[src/sv/abc_pkg.sv]
// Shared types and constants for the alpha bounds and centroid unit.
// Used by every module of the block; depends on nothing else.
`default_nettype none

package abc_pkg;

  localparam int COORD_W    = 11;
  localparam int ALPHA_W    = 8;
  localparam int PROD_W     = COORD_W + ALPHA_W;
  localparam int WSUM_W     = 42;
  localparam int ASUM_W     = 31;
  localparam int FRAC_W     = 4;
  localparam int CENT_W     = 15;
  localparam int DIVD_W     = WSUM_W + FRAC_W;
  localparam int CFG_IDX_W  = 3;
  localparam int CFG_DATA_W = 11;

  // Pixels with a coordinate at or beyond this edge never count.
  localparam int MAX_EDGE = 2048;
  localparam int EDGE_W   = COORD_W + 2;
  localparam logic [EDGE_W-1:0] MAX_EDGE_V = EDGE_W'(MAX_EDGE);

  localparam int QUEUE_DEPTH = 4;

  localparam logic [ALPHA_W-1:0] THR_RESET    = 8'd8;
  localparam logic [COORD_W-1:0] WIN_LO_RESET = '0;
  localparam logic [COORD_W-1:0] WIN_HI_RESET = '1;
  localparam logic [CENT_W-1:0]  CENT_MAX     = '1;

  typedef enum logic [CFG_IDX_W-1:0] {
    CFG_ALPHA_THR  = 3'd0,
    CFG_WIN_LEFT   = 3'd1,
    CFG_WIN_TOP    = 3'd2,
    CFG_WIN_RIGHT  = 3'd3,
    CFG_WIN_BOTTOM = 3'd4
  } abc_cfg_idx_t;

  typedef struct packed {
    logic [COORD_W-1:0] pix_x;
    logic [COORD_W-1:0] pix_y;
    logic [ALPHA_W-1:0] pix_alpha;
    logic               frame_end;
  } abc_pix_t;

  typedef struct packed {
    logic               is_empty;
    logic [COORD_W-1:0] box_left;
    logic [COORD_W-1:0] box_top;
    logic [COORD_W-1:0] box_right;
    logic [COORD_W-1:0] box_bottom;
    logic [CENT_W-1:0]  centroid_x;
    logic [CENT_W-1:0]  centroid_y;
  } abc_res_t;

  // Classified pixel as it travels from the front end to the back end.
  typedef struct packed {
    logic               hit;
    logic               last;
    logic [COORD_W-1:0] x;
    logic [COORD_W-1:0] y;
    logic [ALPHA_W-1:0] alpha;
    logic [PROD_W-1:0]  wx;
    logic [PROD_W-1:0]  wy;
  } abc_qent_t;

  typedef enum logic [2:0] {
    BK_ACCUM,
    BK_X_GO,
    BK_X_WAIT,
    BK_Y_GO,
    BK_Y_WAIT,
    BK_EMIT
  } abc_bk_state_t;

  typedef struct packed {
    logic finishing;
    logic emit;
  } abc_bk_stat_t;

endpackage

`default_nettype wire

[src/sv/abc_front.sv]
// Front end: configuration registers and per-pixel classification.
// Depends on abc_pkg.
`default_nettype none

module abc_front (
  input  wire logic                                clk,
  input  wire logic                                rst_n,
  input  wire logic                                cfg_we,
  input  wire logic [abc_pkg::CFG_IDX_W-1:0]       cfg_index,
  input  wire logic [abc_pkg::CFG_DATA_W-1:0]      cfg_data,
  input  wire abc_pkg::abc_pix_t                   pix,
  output abc_pkg::abc_qent_t                       ent
);

  logic [abc_pkg::ALPHA_W-1:0] thr_r, thr_nxt;
  logic [abc_pkg::COORD_W-1:0] left_r, left_nxt;
  logic [abc_pkg::COORD_W-1:0] top_r, top_nxt;
  logic [abc_pkg::COORD_W-1:0] right_r, right_nxt;
  logic [abc_pkg::COORD_W-1:0] bottom_r, bottom_nxt;
  logic                        in_win;

  always_comb begin
    thr_nxt    = thr_r;
    left_nxt   = left_r;
    top_nxt    = top_r;
    right_nxt  = right_r;
    bottom_nxt = bottom_r;
    if (cfg_we) begin
      unique case (cfg_index)
        abc_pkg::CFG_ALPHA_THR:  thr_nxt    = cfg_data[abc_pkg::ALPHA_W-1:0];
        abc_pkg::CFG_WIN_LEFT:   left_nxt   = cfg_data[abc_pkg::COORD_W-1:0];
        abc_pkg::CFG_WIN_TOP:    top_nxt    = cfg_data[abc_pkg::COORD_W-1:0];
        abc_pkg::CFG_WIN_RIGHT:  right_nxt  = cfg_data[abc_pkg::COORD_W-1:0];
        abc_pkg::CFG_WIN_BOTTOM: bottom_nxt = cfg_data[abc_pkg::COORD_W-1:0];
        default: ;
      endcase
    end
  end

  always_ff @(posedge clk) begin
    if (!rst_n) begin
      thr_r    <= abc_pkg::THR_RESET;
      left_r   <= abc_pkg::WIN_LO_RESET;
      top_r    <= abc_pkg::WIN_LO_RESET;
      right_r  <= abc_pkg::WIN_HI_RESET;
      bottom_r <= abc_pkg::WIN_HI_RESET;
    end else begin
      thr_r    <= thr_nxt;
      left_r   <= left_nxt;
      top_r    <= top_nxt;
      right_r  <= right_nxt;
      bottom_r <= bottom_nxt;
    end
  end

  // An inverted window fails one of the two range checks on its own.
  assign in_win = (pix.pix_x >= left_r) && (pix.pix_x <= right_r) &&
                  (pix.pix_y >= top_r) && (pix.pix_y <= bottom_r) &&
                  ({2'b00, pix.pix_x} < abc_pkg::MAX_EDGE_V) &&
                  ({2'b00, pix.pix_y} < abc_pkg::MAX_EDGE_V);

  always_comb begin
    ent.hit   = in_win && (pix.pix_alpha > thr_r);
    ent.last  = pix.frame_end;
    ent.x     = pix.pix_x;
    ent.y     = pix.pix_y;
    ent.alpha = pix.pix_alpha;
    ent.wx    = abc_pkg::PROD_W'(pix.pix_x) * abc_pkg::PROD_W'(pix.pix_alpha);
    ent.wy    = abc_pkg::PROD_W'(pix.pix_y) * abc_pkg::PROD_W'(pix.pix_alpha);
  end

endmodule

`default_nettype wire

[src/sv/abc_queue.sv]
// Short first-word-fall-through queue between the front and back ends.
// Depends on abc_pkg for the entry type.
`default_nettype none

module abc_queue #(
  parameter int DEPTH = abc_pkg::QUEUE_DEPTH
) (
  input  wire logic                             clk,
  input  wire logic                             rst_n,
  input  wire logic                             push_valid,
  output logic                                  push_ready,
  input  wire abc_pkg::abc_qent_t               push_data,
  output logic                                  pop_valid,
  input  wire logic                             pop_ready,
  output abc_pkg::abc_qent_t                    pop_data,
  output logic [$clog2(DEPTH+1)-1:0]            level
);

  localparam int AW = (DEPTH > 1) ? $clog2(DEPTH) : 1;
  localparam int CW = $clog2(DEPTH + 1);
  localparam logic [AW-1:0] LAST_SLOT = AW'(DEPTH - 1);
  localparam logic [CW-1:0] FULL_CNT  = CW'(DEPTH);

  abc_pkg::abc_qent_t mem_r [DEPTH];
  logic [AW-1:0]      wr_ptr_r, wr_ptr_nxt;
  logic [AW-1:0]      rd_ptr_r, rd_ptr_nxt;
  logic [CW-1:0]      cnt_r, cnt_nxt;
  logic               do_push, do_pop;

  assign push_ready = (cnt_r != FULL_CNT);
  assign pop_valid  = (cnt_r != '0);
  assign do_push    = push_valid && push_ready;
  assign do_pop     = pop_valid && pop_ready;
  assign pop_data   = mem_r[rd_ptr_r];
  assign level      = cnt_r;

  always_comb begin
    wr_ptr_nxt = wr_ptr_r;
    rd_ptr_nxt = rd_ptr_r;
    cnt_nxt    = cnt_r;
    if (do_push) begin
      wr_ptr_nxt = (wr_ptr_r == LAST_SLOT) ? '0 : wr_ptr_r + 1'b1;
    end
    if (do_pop) begin
      rd_ptr_nxt = (rd_ptr_r == LAST_SLOT) ? '0 : rd_ptr_r + 1'b1;
    end
    if (do_push && !do_pop) begin
      cnt_nxt = cnt_r + 1'b1;
    end else if (do_pop && !do_push) begin
      cnt_nxt = cnt_r - 1'b1;
    end
  end

  always_ff @(posedge clk) begin
    if (!rst_n) begin
      wr_ptr_r <= '0;
      rd_ptr_r <= '0;
      cnt_r    <= '0;
    end else begin
      wr_ptr_r <= wr_ptr_nxt;
      rd_ptr_r <= rd_ptr_nxt;
      cnt_r    <= cnt_nxt;
    end
  end

  always_ff @(posedge clk) begin
    if (do_push) begin
      mem_r[wr_ptr_r] <= push_data;
    end
  end

endmodule

`default_nettype wire

[src/sv/abc_div.sv]
// Iterative restoring divider for the centroid: one quotient bit per cycle,
// with zero-divisor and saturation tests up front. Depends on abc_pkg.
`default_nettype none

module abc_div (
  input  wire logic                           clk,
  input  wire logic                           rst_n,
  input  wire logic                           start,
  input  wire logic [abc_pkg::DIVD_W-1:0]     dividend,
  input  wire logic [abc_pkg::ASUM_W-1:0]     divisor,
  output logic                                done,
  output logic [abc_pkg::CENT_W-1:0]          quotient
);

  localparam int CW = $clog2(abc_pkg::CENT_W + 1);
  localparam int HI = abc_pkg::DIVD_W - abc_pkg::CENT_W;

  logic                          busy_r, busy_nxt;
  logic                          done_r, done_nxt;
  logic [CW-1:0]                 cnt_r, cnt_nxt;
  logic [abc_pkg::ASUM_W-1:0]    rem_r, rem_nxt;
  logic [abc_pkg::ASUM_W-1:0]    dvs_r, dvs_nxt;
  logic [abc_pkg::CENT_W-1:0]    low_r, low_nxt;
  logic [abc_pkg::CENT_W-1:0]    quo_r, quo_nxt;
  logic [abc_pkg::ASUM_W:0]      trial;
  logic [abc_pkg::ASUM_W:0]      diff;
  logic                          fits;

  assign trial = {rem_r, low_r[abc_pkg::CENT_W-1]};
  assign diff  = trial - {1'b0, dvs_r};
  assign fits  = (trial >= {1'b0, dvs_r});

  always_comb begin
    busy_nxt = busy_r;
    done_nxt = 1'b0;
    cnt_nxt  = cnt_r;
    rem_nxt  = rem_r;
    dvs_nxt  = dvs_r;
    low_nxt  = low_r;
    quo_nxt  = quo_r;
    if (start) begin
      // A quotient that cannot fit in the result width shows already in the
      // high part of the dividend: it saturates without iterating.
      if (divisor == '0) begin
        quo_nxt  = '0;
        done_nxt = 1'b1;
      end else if (dividend[abc_pkg::DIVD_W-1:abc_pkg::CENT_W] >= HI'(divisor)) begin
        quo_nxt  = abc_pkg::CENT_MAX;
        done_nxt = 1'b1;
      end else begin
        busy_nxt = 1'b1;
        cnt_nxt  = CW'(abc_pkg::CENT_W);
        rem_nxt  = dividend[abc_pkg::DIVD_W-1:abc_pkg::CENT_W];
        low_nxt  = dividend[abc_pkg::CENT_W-1:0];
        dvs_nxt  = divisor;
        quo_nxt  = '0;
      end
    end else if (busy_r) begin
      rem_nxt = fits ? diff[abc_pkg::ASUM_W-1:0] : trial[abc_pkg::ASUM_W-1:0];
      quo_nxt = {quo_r[abc_pkg::CENT_W-2:0], fits};
      low_nxt = {low_r[abc_pkg::CENT_W-2:0], 1'b0};
      cnt_nxt = cnt_r - 1'b1;
      if (cnt_r == CW'(1)) begin
        busy_nxt = 1'b0;
        done_nxt = 1'b1;
      end
    end
  end

  always_ff @(posedge clk) begin
    if (!rst_n) begin
      busy_r <= 1'b0;
      done_r <= 1'b0;
      cnt_r  <= '0;
    end else begin
      busy_r <= busy_nxt;
      done_r <= done_nxt;
      cnt_r  <= cnt_nxt;
    end
  end

  always_ff @(posedge clk) begin
    rem_r <= rem_nxt;
    dvs_r <= dvs_nxt;
    low_r <= low_nxt;
    quo_r <= quo_nxt;
  end

  assign done     = done_r;
  assign quotient = quo_r;

endmodule

`default_nettype wire

[src/sv/abc_back.sv]
// Back end: frame accumulators, end-of-frame sequencer and result register.
// Depends on abc_pkg; drives the shared divider abc_div.
`default_nettype none

module abc_back (
  input  wire logic                           clk,
  input  wire logic                           rst_n,
  input  wire logic                           q_valid,
  output logic                                q_ready,
  input  wire abc_pkg::abc_qent_t             q_data,
  output logic                                div_start,
  output logic [abc_pkg::DIVD_W-1:0]          div_dividend,
  output logic [abc_pkg::ASUM_W-1:0]          div_divisor,
  input  wire logic                           div_done,
  input  wire logic [abc_pkg::CENT_W-1:0]     div_quot,
  output logic                                out_valid,
  input  wire logic                           out_ready,
  output abc_pkg::abc_res_t                   out_data,
  output abc_pkg::abc_bk_stat_t               stat
);

  abc_pkg::abc_bk_state_t      state_r, state_nxt;
  logic [abc_pkg::COORD_W-1:0] min_col_r, min_col_nxt;
  logic [abc_pkg::COORD_W-1:0] min_row_r, min_row_nxt;
  logic [abc_pkg::COORD_W-1:0] max_col_r, max_col_nxt;
  logic [abc_pkg::COORD_W-1:0] max_row_r, max_row_nxt;
  logic                        any_hit_r, any_hit_nxt;
  logic [abc_pkg::WSUM_W-1:0]  sum_wx_r, sum_wx_nxt;
  logic [abc_pkg::WSUM_W-1:0]  sum_wy_r, sum_wy_nxt;
  logic [abc_pkg::ASUM_W-1:0]  sum_w_r, sum_w_nxt;
  logic [abc_pkg::CENT_W-1:0]  cent_x_r, cent_x_nxt;
  logic                        out_valid_r, out_valid_nxt;
  abc_pkg::abc_res_t           out_data_r, out_data_nxt;

  assign q_ready      = (state_r == abc_pkg::BK_ACCUM);
  assign div_dividend = (state_r == abc_pkg::BK_Y_GO) ? {sum_wy_r, {abc_pkg::FRAC_W{1'b0}}}
                                                      : {sum_wx_r, {abc_pkg::FRAC_W{1'b0}}};
  assign div_divisor  = sum_w_r;
  assign out_valid    = out_valid_r;
  assign out_data     = out_data_r;

  always_comb begin
    state_nxt     = state_r;
    min_col_nxt   = min_col_r;
    min_row_nxt   = min_row_r;
    max_col_nxt   = max_col_r;
    max_row_nxt   = max_row_r;
    any_hit_nxt   = any_hit_r;
    sum_wx_nxt    = sum_wx_r;
    sum_wy_nxt    = sum_wy_r;
    sum_w_nxt     = sum_w_r;
    cent_x_nxt    = cent_x_r;
    out_valid_nxt = out_valid_r;
    out_data_nxt  = out_data_r;
    div_start     = 1'b0;
    stat.finishing = 1'b0;
    stat.emit      = 1'b0;

    if (out_valid_r && out_ready) begin
      out_valid_nxt = 1'b0;
    end

    unique case (state_r)
      abc_pkg::BK_ACCUM: begin
        if (q_valid) begin
          if (q_data.hit) begin
            if (q_data.x < min_col_r) min_col_nxt = q_data.x;
            if (q_data.y < min_row_r) min_row_nxt = q_data.y;
            if (q_data.x > max_col_r) max_col_nxt = q_data.x;
            if (q_data.y > max_row_r) max_row_nxt = q_data.y;
            any_hit_nxt = 1'b1;
            sum_wx_nxt  = sum_wx_r + abc_pkg::WSUM_W'(q_data.wx);
            sum_wy_nxt  = sum_wy_r + abc_pkg::WSUM_W'(q_data.wy);
            sum_w_nxt   = sum_w_r + abc_pkg::ASUM_W'(q_data.alpha);
          end
          if (q_data.last) begin
            state_nxt = abc_pkg::BK_X_GO;
          end
        end
      end
      abc_pkg::BK_X_GO: begin
        stat.finishing = 1'b1;
        div_start      = 1'b1;
        state_nxt      = abc_pkg::BK_X_WAIT;
      end
      abc_pkg::BK_X_WAIT: begin
        stat.finishing = 1'b1;
        if (div_done) begin
          cent_x_nxt = div_quot;
          state_nxt  = abc_pkg::BK_Y_GO;
        end
      end
      abc_pkg::BK_Y_GO: begin
        stat.finishing = 1'b1;
        div_start      = 1'b1;
        state_nxt      = abc_pkg::BK_Y_WAIT;
      end
      abc_pkg::BK_Y_WAIT: begin
        stat.finishing = 1'b1;
        if (div_done) begin
          state_nxt = abc_pkg::BK_EMIT;
        end
      end
      abc_pkg::BK_EMIT: begin
        stat.emit = 1'b1;
        // The divider holds the y quotient until its next start.
        if (!out_valid_r || out_ready) begin
          out_valid_nxt = 1'b1;
          if (any_hit_r) begin
            out_data_nxt.is_empty   = 1'b0;
            out_data_nxt.box_left   = min_col_r;
            out_data_nxt.box_top    = min_row_r;
            out_data_nxt.box_right  = max_col_r;
            out_data_nxt.box_bottom = max_row_r;
            out_data_nxt.centroid_x = cent_x_r;
            out_data_nxt.centroid_y = div_quot;
          end else begin
            out_data_nxt          = '0;
            out_data_nxt.is_empty = 1'b1;
          end
          min_col_nxt = '1;
          min_row_nxt = '1;
          max_col_nxt = '0;
          max_row_nxt = '0;
          any_hit_nxt = 1'b0;
          sum_wx_nxt  = '0;
          sum_wy_nxt  = '0;
          sum_w_nxt   = '0;
          state_nxt   = abc_pkg::BK_ACCUM;
        end
      end
      default: begin
        state_nxt = abc_pkg::BK_ACCUM;
      end
    endcase
  end

  always_ff @(posedge clk) begin
    if (!rst_n) begin
      state_r     <= abc_pkg::BK_ACCUM;
      min_col_r   <= '1;
      min_row_r   <= '1;
      max_col_r   <= '0;
      max_row_r   <= '0;
      any_hit_r   <= 1'b0;
      sum_wx_r    <= '0;
      sum_wy_r    <= '0;
      sum_w_r     <= '0;
      out_valid_r <= 1'b0;
    end else begin
      state_r     <= state_nxt;
      min_col_r   <= min_col_nxt;
      min_row_r   <= min_row_nxt;
      max_col_r   <= max_col_nxt;
      max_row_r   <= max_row_nxt;
      any_hit_r   <= any_hit_nxt;
      sum_wx_r    <= sum_wx_nxt;
      sum_wy_r    <= sum_wy_nxt;
      sum_w_r     <= sum_w_nxt;
      out_valid_r <= out_valid_nxt;
    end
  end

  always_ff @(posedge clk) begin
    cent_x_r   <= cent_x_nxt;
    out_data_r <= out_data_nxt;
  end

endmodule

`default_nettype wire

[src/sv/alpha_bounds_centroid_unit.sv]
// Top level of the alpha bounds and centroid unit.
// Depends on abc_pkg, abc_front, abc_queue, abc_div and abc_back.
//
// Takes a raster stream of pixels, one per cycle, and per frame reports the
// bounding box of the pixels that lie inside the scan window and whose alpha
// exceeds the threshold, plus their alpha-weighted centroid with four
// fractional bits (truncated, saturating at the top of the 15-bit range).
// The front end classifies each pixel and multiplies its coordinates by its
// alpha as it is accepted; a small queue then feeds the back end, which adds
// one pixel per cycle into the frame sums. On the frame's last pixel the back
// end stops draining the queue and runs both centroids through one shared
// bit-serial divider, x then y, then loads the result; while a frame end
// holds the back end, the front end accepts pixels until the queue is full.
// The result sits in an output register and the next frame proceeds while it
// waits to be taken. Configuration writes are always accepted and take
// effect on the next pixel; they are meant for idle periods between streams.
`default_nettype none

module alpha_bounds_centroid_unit #(
  parameter int QUEUE_DEPTH = abc_pkg::QUEUE_DEPTH
) (
  input  wire logic                             clk,
  input  wire logic                             rst_n,
  input  wire logic                             in_valid,
  output logic                                  in_ready,
  input  wire abc_pkg::abc_pix_t                in_data,
  output logic                                  out_valid,
  input  wire logic                             out_ready,
  output abc_pkg::abc_res_t                     out_data,
  input  wire logic                             cfg_valid,
  output logic                                  cfg_ready,
  input  wire logic [abc_pkg::CFG_IDX_W-1:0]    cfg_index,
  input  wire logic [abc_pkg::CFG_DATA_W-1:0]   cfg_data
);

  localparam int LW = $clog2(QUEUE_DEPTH + 1);
  localparam logic [LW-1:0] FULL_LEVEL = LW'(QUEUE_DEPTH);

  abc_pkg::abc_qent_t    fe_ent;
  abc_pkg::abc_qent_t    q_data;
  logic                  q_valid;
  logic                  q_ready;
  logic [LW-1:0]         q_level;
  logic                  div_start;
  logic [abc_pkg::DIVD_W-1:0] div_dividend;
  logic [abc_pkg::ASUM_W-1:0] div_divisor;
  logic                  div_done;
  logic [abc_pkg::CENT_W-1:0] div_quot;
  abc_pkg::abc_bk_stat_t bk_stat;

  assign cfg_ready = 1'b1;

  abc_front u_front (
    .clk       (clk),
    .rst_n     (rst_n),
    .cfg_we    (cfg_valid),
    .cfg_index (cfg_index),
    .cfg_data  (cfg_data),
    .pix       (in_data),
    .ent       (fe_ent)
  );

  abc_queue #(
    .DEPTH (QUEUE_DEPTH)
  ) u_queue (
    .clk        (clk),
    .rst_n      (rst_n),
    .push_valid (in_valid),
    .push_ready (in_ready),
    .push_data  (fe_ent),
    .pop_valid  (q_valid),
    .pop_ready  (q_ready),
    .pop_data   (q_data),
    .level      (q_level)
  );

  abc_div u_div (
    .clk      (clk),
    .rst_n    (rst_n),
    .start    (div_start),
    .dividend (div_dividend),
    .divisor  (div_divisor),
    .done     (div_done),
    .quotient (div_quot)
  );

  abc_back u_back (
    .clk          (clk),
    .rst_n        (rst_n),
    .q_valid      (q_valid),
    .q_ready      (q_ready),
    .q_data       (q_data),
    .div_start    (div_start),
    .div_dividend (div_dividend),
    .div_divisor  (div_divisor),
    .div_done     (div_done),
    .div_quot     (div_quot),
    .out_valid    (out_valid),
    .out_ready    (out_ready),
    .out_data     (out_data),
    .stat         (bk_stat)
  );

  a_queue_bound: assert property (@(posedge clk) disable iff (!rst_n)
    q_level <= FULL_LEVEL)
    else $error("queue level exceeds its depth");

  a_full_stall: assert property (@(posedge clk) disable iff (!rst_n)
    (q_level == FULL_LEVEL) |-> !in_ready)
    else $error("pixel accepted into a full queue");

  a_no_drain: assert property (@(posedge clk) disable iff (!rst_n)
    (bk_stat.finishing || bk_stat.emit) |-> !q_ready)
    else $error("queue drained while a frame result is being formed");

  a_emit_src: assert property (@(posedge clk) disable iff (!rst_n)
    $rose(out_valid) |-> $past(bk_stat.emit))
    else $error("result appeared without an emit step");

endmodule

`default_nettype wire

[config.mk]
export PLATFORM = sky130hd
export DESIGN_NAME = alpha_bounds_centroid_unit
export DESIGN_NICKNAME = d
export VERILOG_FILES = /design/src/sv/abc_pkg.sv /design/src/sv/abc_front.sv /design/src/sv/abc_queue.sv /design/src/sv/abc_div.sv /design/src/sv/abc_back.sv /design/src/sv/alpha_bounds_centroid_unit.sv
export SDC_FILE = /design/constraint.sdc
export NUM_CORES = 2
export LEC_CHECK = 0
export ABC_AREA = 1
export BUFFER_PORTS_ARGS = -buffer_cell sky130_fd_sc_hd__buf_4
export CAP_MARGIN = 20
export CORE_MARGIN = 2
export CORE_UTILIZATION = 58
export CTS_CLUSTER_SIZE = 10
export DETAILED_ROUTE_END_ITERATION = 10
export GPL_TIMING_DRIVEN = 0
export PLACE_DENSITY_LB_ADDON = 0.2
export SYNTH_ARGS = -nofsm -noshare
export SYNTH_HDL_FRONTEND = slang
export SYNTH_HIERARCHICAL = 1
export SYNTH_SLANG_ARGS = --single-unit
export TNS_END_PERCENT = 100
[constraint.sdc]
create_clock -name clk -period 5.1 [get_ports clk]
set_clock_uncertainty 0.2 [all_clocks]
set_input_delay 0.255 -clock clk [delete_from_list [all_inputs] [get_ports clk]]
set_output_delay 0.255 -clock clk [all_outputs]
set_load 0.005 [all_outputs]
== Word level (Yosys, flattened, before mapping) ==
Memories as Yosys holds them, arrays and structs flattened. A register that Yosys moved wholly into a read port is not among the register bits.
Cells that the tools add are included.
W data, S select, Z words.
Word-level totals
  register bits after elaboration: 411
  memory bits (writable): 280
  input port bits: 50
  output and inout port bits: 78
  memories: 1
Cells by class
  add/subtract/negate cells: 9
  multiply operators: 2
  order comparisons: 11
  equality and inequality tests: 25
  multiplexer cells: 80
  bitwise operators: 2
  reductions and logical operators: 37
Memories
  u_queue.mem_r: depth 4, width 70, read ports 1, clocked after memory_dff 1, write ports 1, RTL line abc_queue.sv:24  | abc_pkg::abc_qent_t mem_r [DEPTH];
Operators with widths (number)
  $mux W31: 8
  $mux W42: 5
  $pmux W42 S2: 2
  $mux W11: 14
  $mux W15: 8
  $pmux W11 S2: 4
  $add A42 B19 Y42: 2
  $mux W75: 1
  $pmux W31 S2: 1
  $mux W46: 1
  $mul A11 B8 Y19: 2
  $ge A32 B31 Y1: 1
  $add A31 B8 Y31: 1
  $ge A31 B31 Y1: 1
  $logic_not A31 Y1: 1
  $sub A31 B31 Y31: 1
  $reduce_and A5 Y1: 5
  $ge A11 B11 Y1: 2
  $gt A11 B11 Y1: 2
  $le A11 B11 Y1: 2
  $lt A11 B11 Y1: 2
  $mux W3: 7
  $mux W1: 19
  $pmux W3 S6: 1
  27 further kinds: 73

== Logic depth before layout (Yosys ltp) ==
  depth after elaboration: 6
  mapped depth: 21

== Cells and area by module ==
The synthesis kept the hierarchy.
By module, submodules not included
  abc_back: times used 1, cells an instance 2194, area each 15208.3 um^2
  abc_queue: times used 1, cells an instance 746, area each 11441.0 um^2
  abc_front: times used 1, cells an instance 1385, area each 9623.0 um^2
  abc_div: times used 1, cells an instance 1006, area each 7322.0 um^2
  alpha_bounds_centroid_unit: times used 1, cells an instance 2, area each 11.3 um^2

== Worst setup path before layout ==
No wires, ideal clock.
  path kind: register -> register
  from: register (tool-made name)
  to: register u_back.out_data_r, in the netlist u_back/out_data[0] (enable)
  library setup time: 0.508 ns
  arrival time: 4.702 ns
  path slack: -0.310 ns
  stages on the path, launching flop included: 13
  path buffers: 5
  clock period less this slack: 5.410 ns
  cell sequence: dfxtp_1 buf_6 inv_6 buf_12 buf_12 nor2_4 o22ai_2 nand2_1 nand2_1 nand2_4 buf_2 buf_2 nor2_1
RTL lines
  to (signal assigned): RTL line abc_back.sv:166  | out_data_r <= out_data_nxt;
  to (decl): RTL line abc_back.sv:33  | abc_pkg::abc_res_t out_data_r, out_data_nxt;

==> impl_metrics.ini <==
[logic_synthesis]
postSynthCellCount = 5332
avgSynthCellArea_um2 = 8.18
synthesis.area_mm2 = 0.0436
yosys_warnings = 6

[die]
core_area_mm2 = 0.0744
pin_count = 128
fp.dieArea_mm2 = 0.0774
rows = 100
die_w_um = 278
dieHeight_um = 278
initial_core_util = 0.586

[drt]
via_per_inst = 5.50
dr.pass1.iters = 6
drc_errors = 0
vias = 36500
ant_nets = 0
post_drt_wl_per_cell_um = 18.0
detail_route.iter0.violations = 3207
routed_wirelength_mm = 120

[critical_path]
crit_required_ns = 5.31
crit_fanout = 10
cp-end-kind = flop
rrSetupSlack_ns = 0.25
worst_r2r_startpoint = u_back/state_r[0]$_SDFFE_PN0P_
path_class = primary input to flop
rr_endpoint = u_div/low_r[10]$_DFFE_PP_
setup.worst_path.start = in_data[6]
start_kind = primary input
reg2regPathDepth = 11
cp.arrival_ns = 5.06

[cts]
cts_tree = built
clk_latency_ns = 0.67
cts.root.buffer_cell = clkbuf_16
clk_pin_slew_ns = 0.05
htreeDepth = 3
cts_made_buffers = 82
clock_path_buffers = 3
cts.sinks = 693

[finish]
regArea_mm2 = 0.0185
fill_cells = 6178
area_growth_pct = 12.8
nNetsFinal = 6065
drive_above_1_share = 0.0948
finalNonFillerCells = 6648
fin_util = 0.661
multi_input_area_mm2 = 0.0206

[timing]
postLayoutSetupSlackWorst_ns = 0.250
maxSlewViolCount = 0
worst_pin_slew_ns = 0.893
hold_viol = 0
post-route-period-util = 0.951
tns_ns = 0
fmax_mhz = 206
rsz0062_at_grt = no
worst_slew_margin_rel = 0.398
fin_crit_ns = 4.85
finalSetupViolCount = 0

[worst_hold_path]
hold_end = u_queue/mem_r[1][0]$_DFFE_PP_
worstHoldStart = in_data[9]
min_path_cells = 3
worstHoldPathType = primary input to flop

[global_route]
antenna_found_initial = 2
grt_max_degree = 35
grt_pass1_vias = 35500
grt_overflow_total = 0
grt_pass1_wl_mm = 189
groute.usage.overall = 0.309

[placement]
place_congestion = 0.980
dp_slack_ns = -0.0286
port_buffers = 123
dp_cells = 6440
hpwl_mm = 90.4

[pwr]
peakVddDrop_uv = 323
p_per_area_mw_per_mm2 = 572
p_leak_nw = 23.1

[outcome]
outcome = complete, no violations

[job]
drv_cap = 0
-- critical path: stages --
cell           delay, ns
dlygate4sd3_1       0.53
buf_4               0.17
clkbuf_1            0.45
nand2_1             0.12
inv_1               0.10
fa_1                0.48
fa_1                0.53
fa_1                0.55
inv_1               0.05
fa_1                0.52
inv_1               0.04
ha_1                0.35
a21oi_1             0.23
o21ai_0             0.16
nand3b_1            0.21
xor2_1              0.30
-- routing by layer --
metal  vias to the layer above  share of wire  track usage
met1                     17100           0.41        0.392
li1                      17700              -            -
met5                         -              0            0
met3                       314          0.067       0.0429
met4                         0          0.044        0.135
met2                      1352           0.48        0.528
-- worst max-delay path by stage --
stage	endpoint	slack, ns	depth (start not counted)
CTS	u_queue/mem_r[3][17]$_DFFE_PP_	0.10	18
detailed placement	u_div/dvs_r[26]$_DFFE_PP_	-0.03	18
global placement	u_queue/mem_r[3][16]$_DFFE_PP_	-1.62	4
floorplan	u_queue/mem_r[0][0]$_DFFE_PP_	0.77	4
global route	u_queue/mem_r[0][17]$_DFFE_PP_	0.005	20
finish	u_queue/mem_r[3][32]$_DFFE_PP_	0.25	16
-- cell type report --
class / count / share of cell area
multi-input cells: 3545 / 0.419
flip-flops and latches: 693 / 0.376
inverters: 880 / 0.0673
clock buffers: 135 / 0.0466
repair buffers: 195 / 0.0361
plain buffers: 217 / 0.0255
well taps: 969 / 0.0246
clock inverters: 12 / 0.00468
diodes: 2 / 0.000102
-- timing repair --
action                                  in CTS  in global routing
hold buffers                                59                  0
buffers inserted                             0                  0
gates resized for setup                      2                 15
endpoints found under the setup margin      65                 37
endpoints found under the hold margin      200                  0
-- per-stage QoR --
stage | total power, W | instance area [µm²] | hold WS (ns)
final | 0.0282 | 49200 | 0.124
after global routing | 0.0302 | 49200 | 0.121
after CTS | 0.0281 | 49200 | 0.0902
after detailed placement | 0.0224 | 46000 | 0.236
after global placement | 0.0221 | 45800 | 0.238
after floorplan | 0.0184 | 43600 | 0.168
-- cell usage in the layout, fill, tap and decap left out, types with 6 or more instances in the layout --
| cell | n |
|---|---|
| buf_2 | 43 |
| clkbuf_1 | 132 |
| buf_6 | 14 |
| nor3_1 | 41 |
| dfxtp_1 | 231 |
| nand4_1 | 61 |
| buf_12 | 15 |
| nand3_1 | 299 |
| o21ai_1 | 51 |
| o21a_1 | 6 |
| buf_4 | 170 |
| a21oi_1 | 295 |
| a21o_1 | 8 |
| dlygate4sd3_1 | 59 |
| xnor2_1 | 20 |
| o21ai_0 | 235 |
| nand2_2 | 11 |
| xor2_1 | 33 |
| nand3b_1 | 30 |
| nor2_2 | 7 |
| fa_1 | 113 |
| nor2_4 | 49 |
| nor2_1 | 379 |
| o22ai_1 | 33 |
| o22ai_2 | 40 |
| edfxtp_1 | 462 |
| o21bai_1 | 14 |
| o211ai_1 | 13 |
| clkbuf_2 | 22 |
| nand2_1 | 1443 |
| inv_1 | 860 |
| inv_2 | 17 |
| clkbuf_16 | 82 |
| nor4_1 | 10 |
| ha_1 | 288 |
| or2_2 | 31 |
-- power by group --
part	switching [W]	internal, W	leakage [nW]	total (W)
clock	0.00236	0.00315	1.19	0.00551
sequential	0.000598	0.00791	6.14	0.00850
combinational	0.00953	0.00462	15.8	0.0141
-- state kept, by name, summed over array words and instances, names as in the netlist, 15 cells and up, named ones only --
name	flops
u_back/cent_x_r	15
u_back/div_divisor	31
u_queue/mem_r	280
u_div/quotient	15
u_div/low_r	15
u_back/out_data	75
u_div/dvs_r	31
u_back/sum_wx_r	42
u_back/sum_wy_r	42
u_div/rem_r	31
No activity file was read; power rests on OpenSTA's default activity.
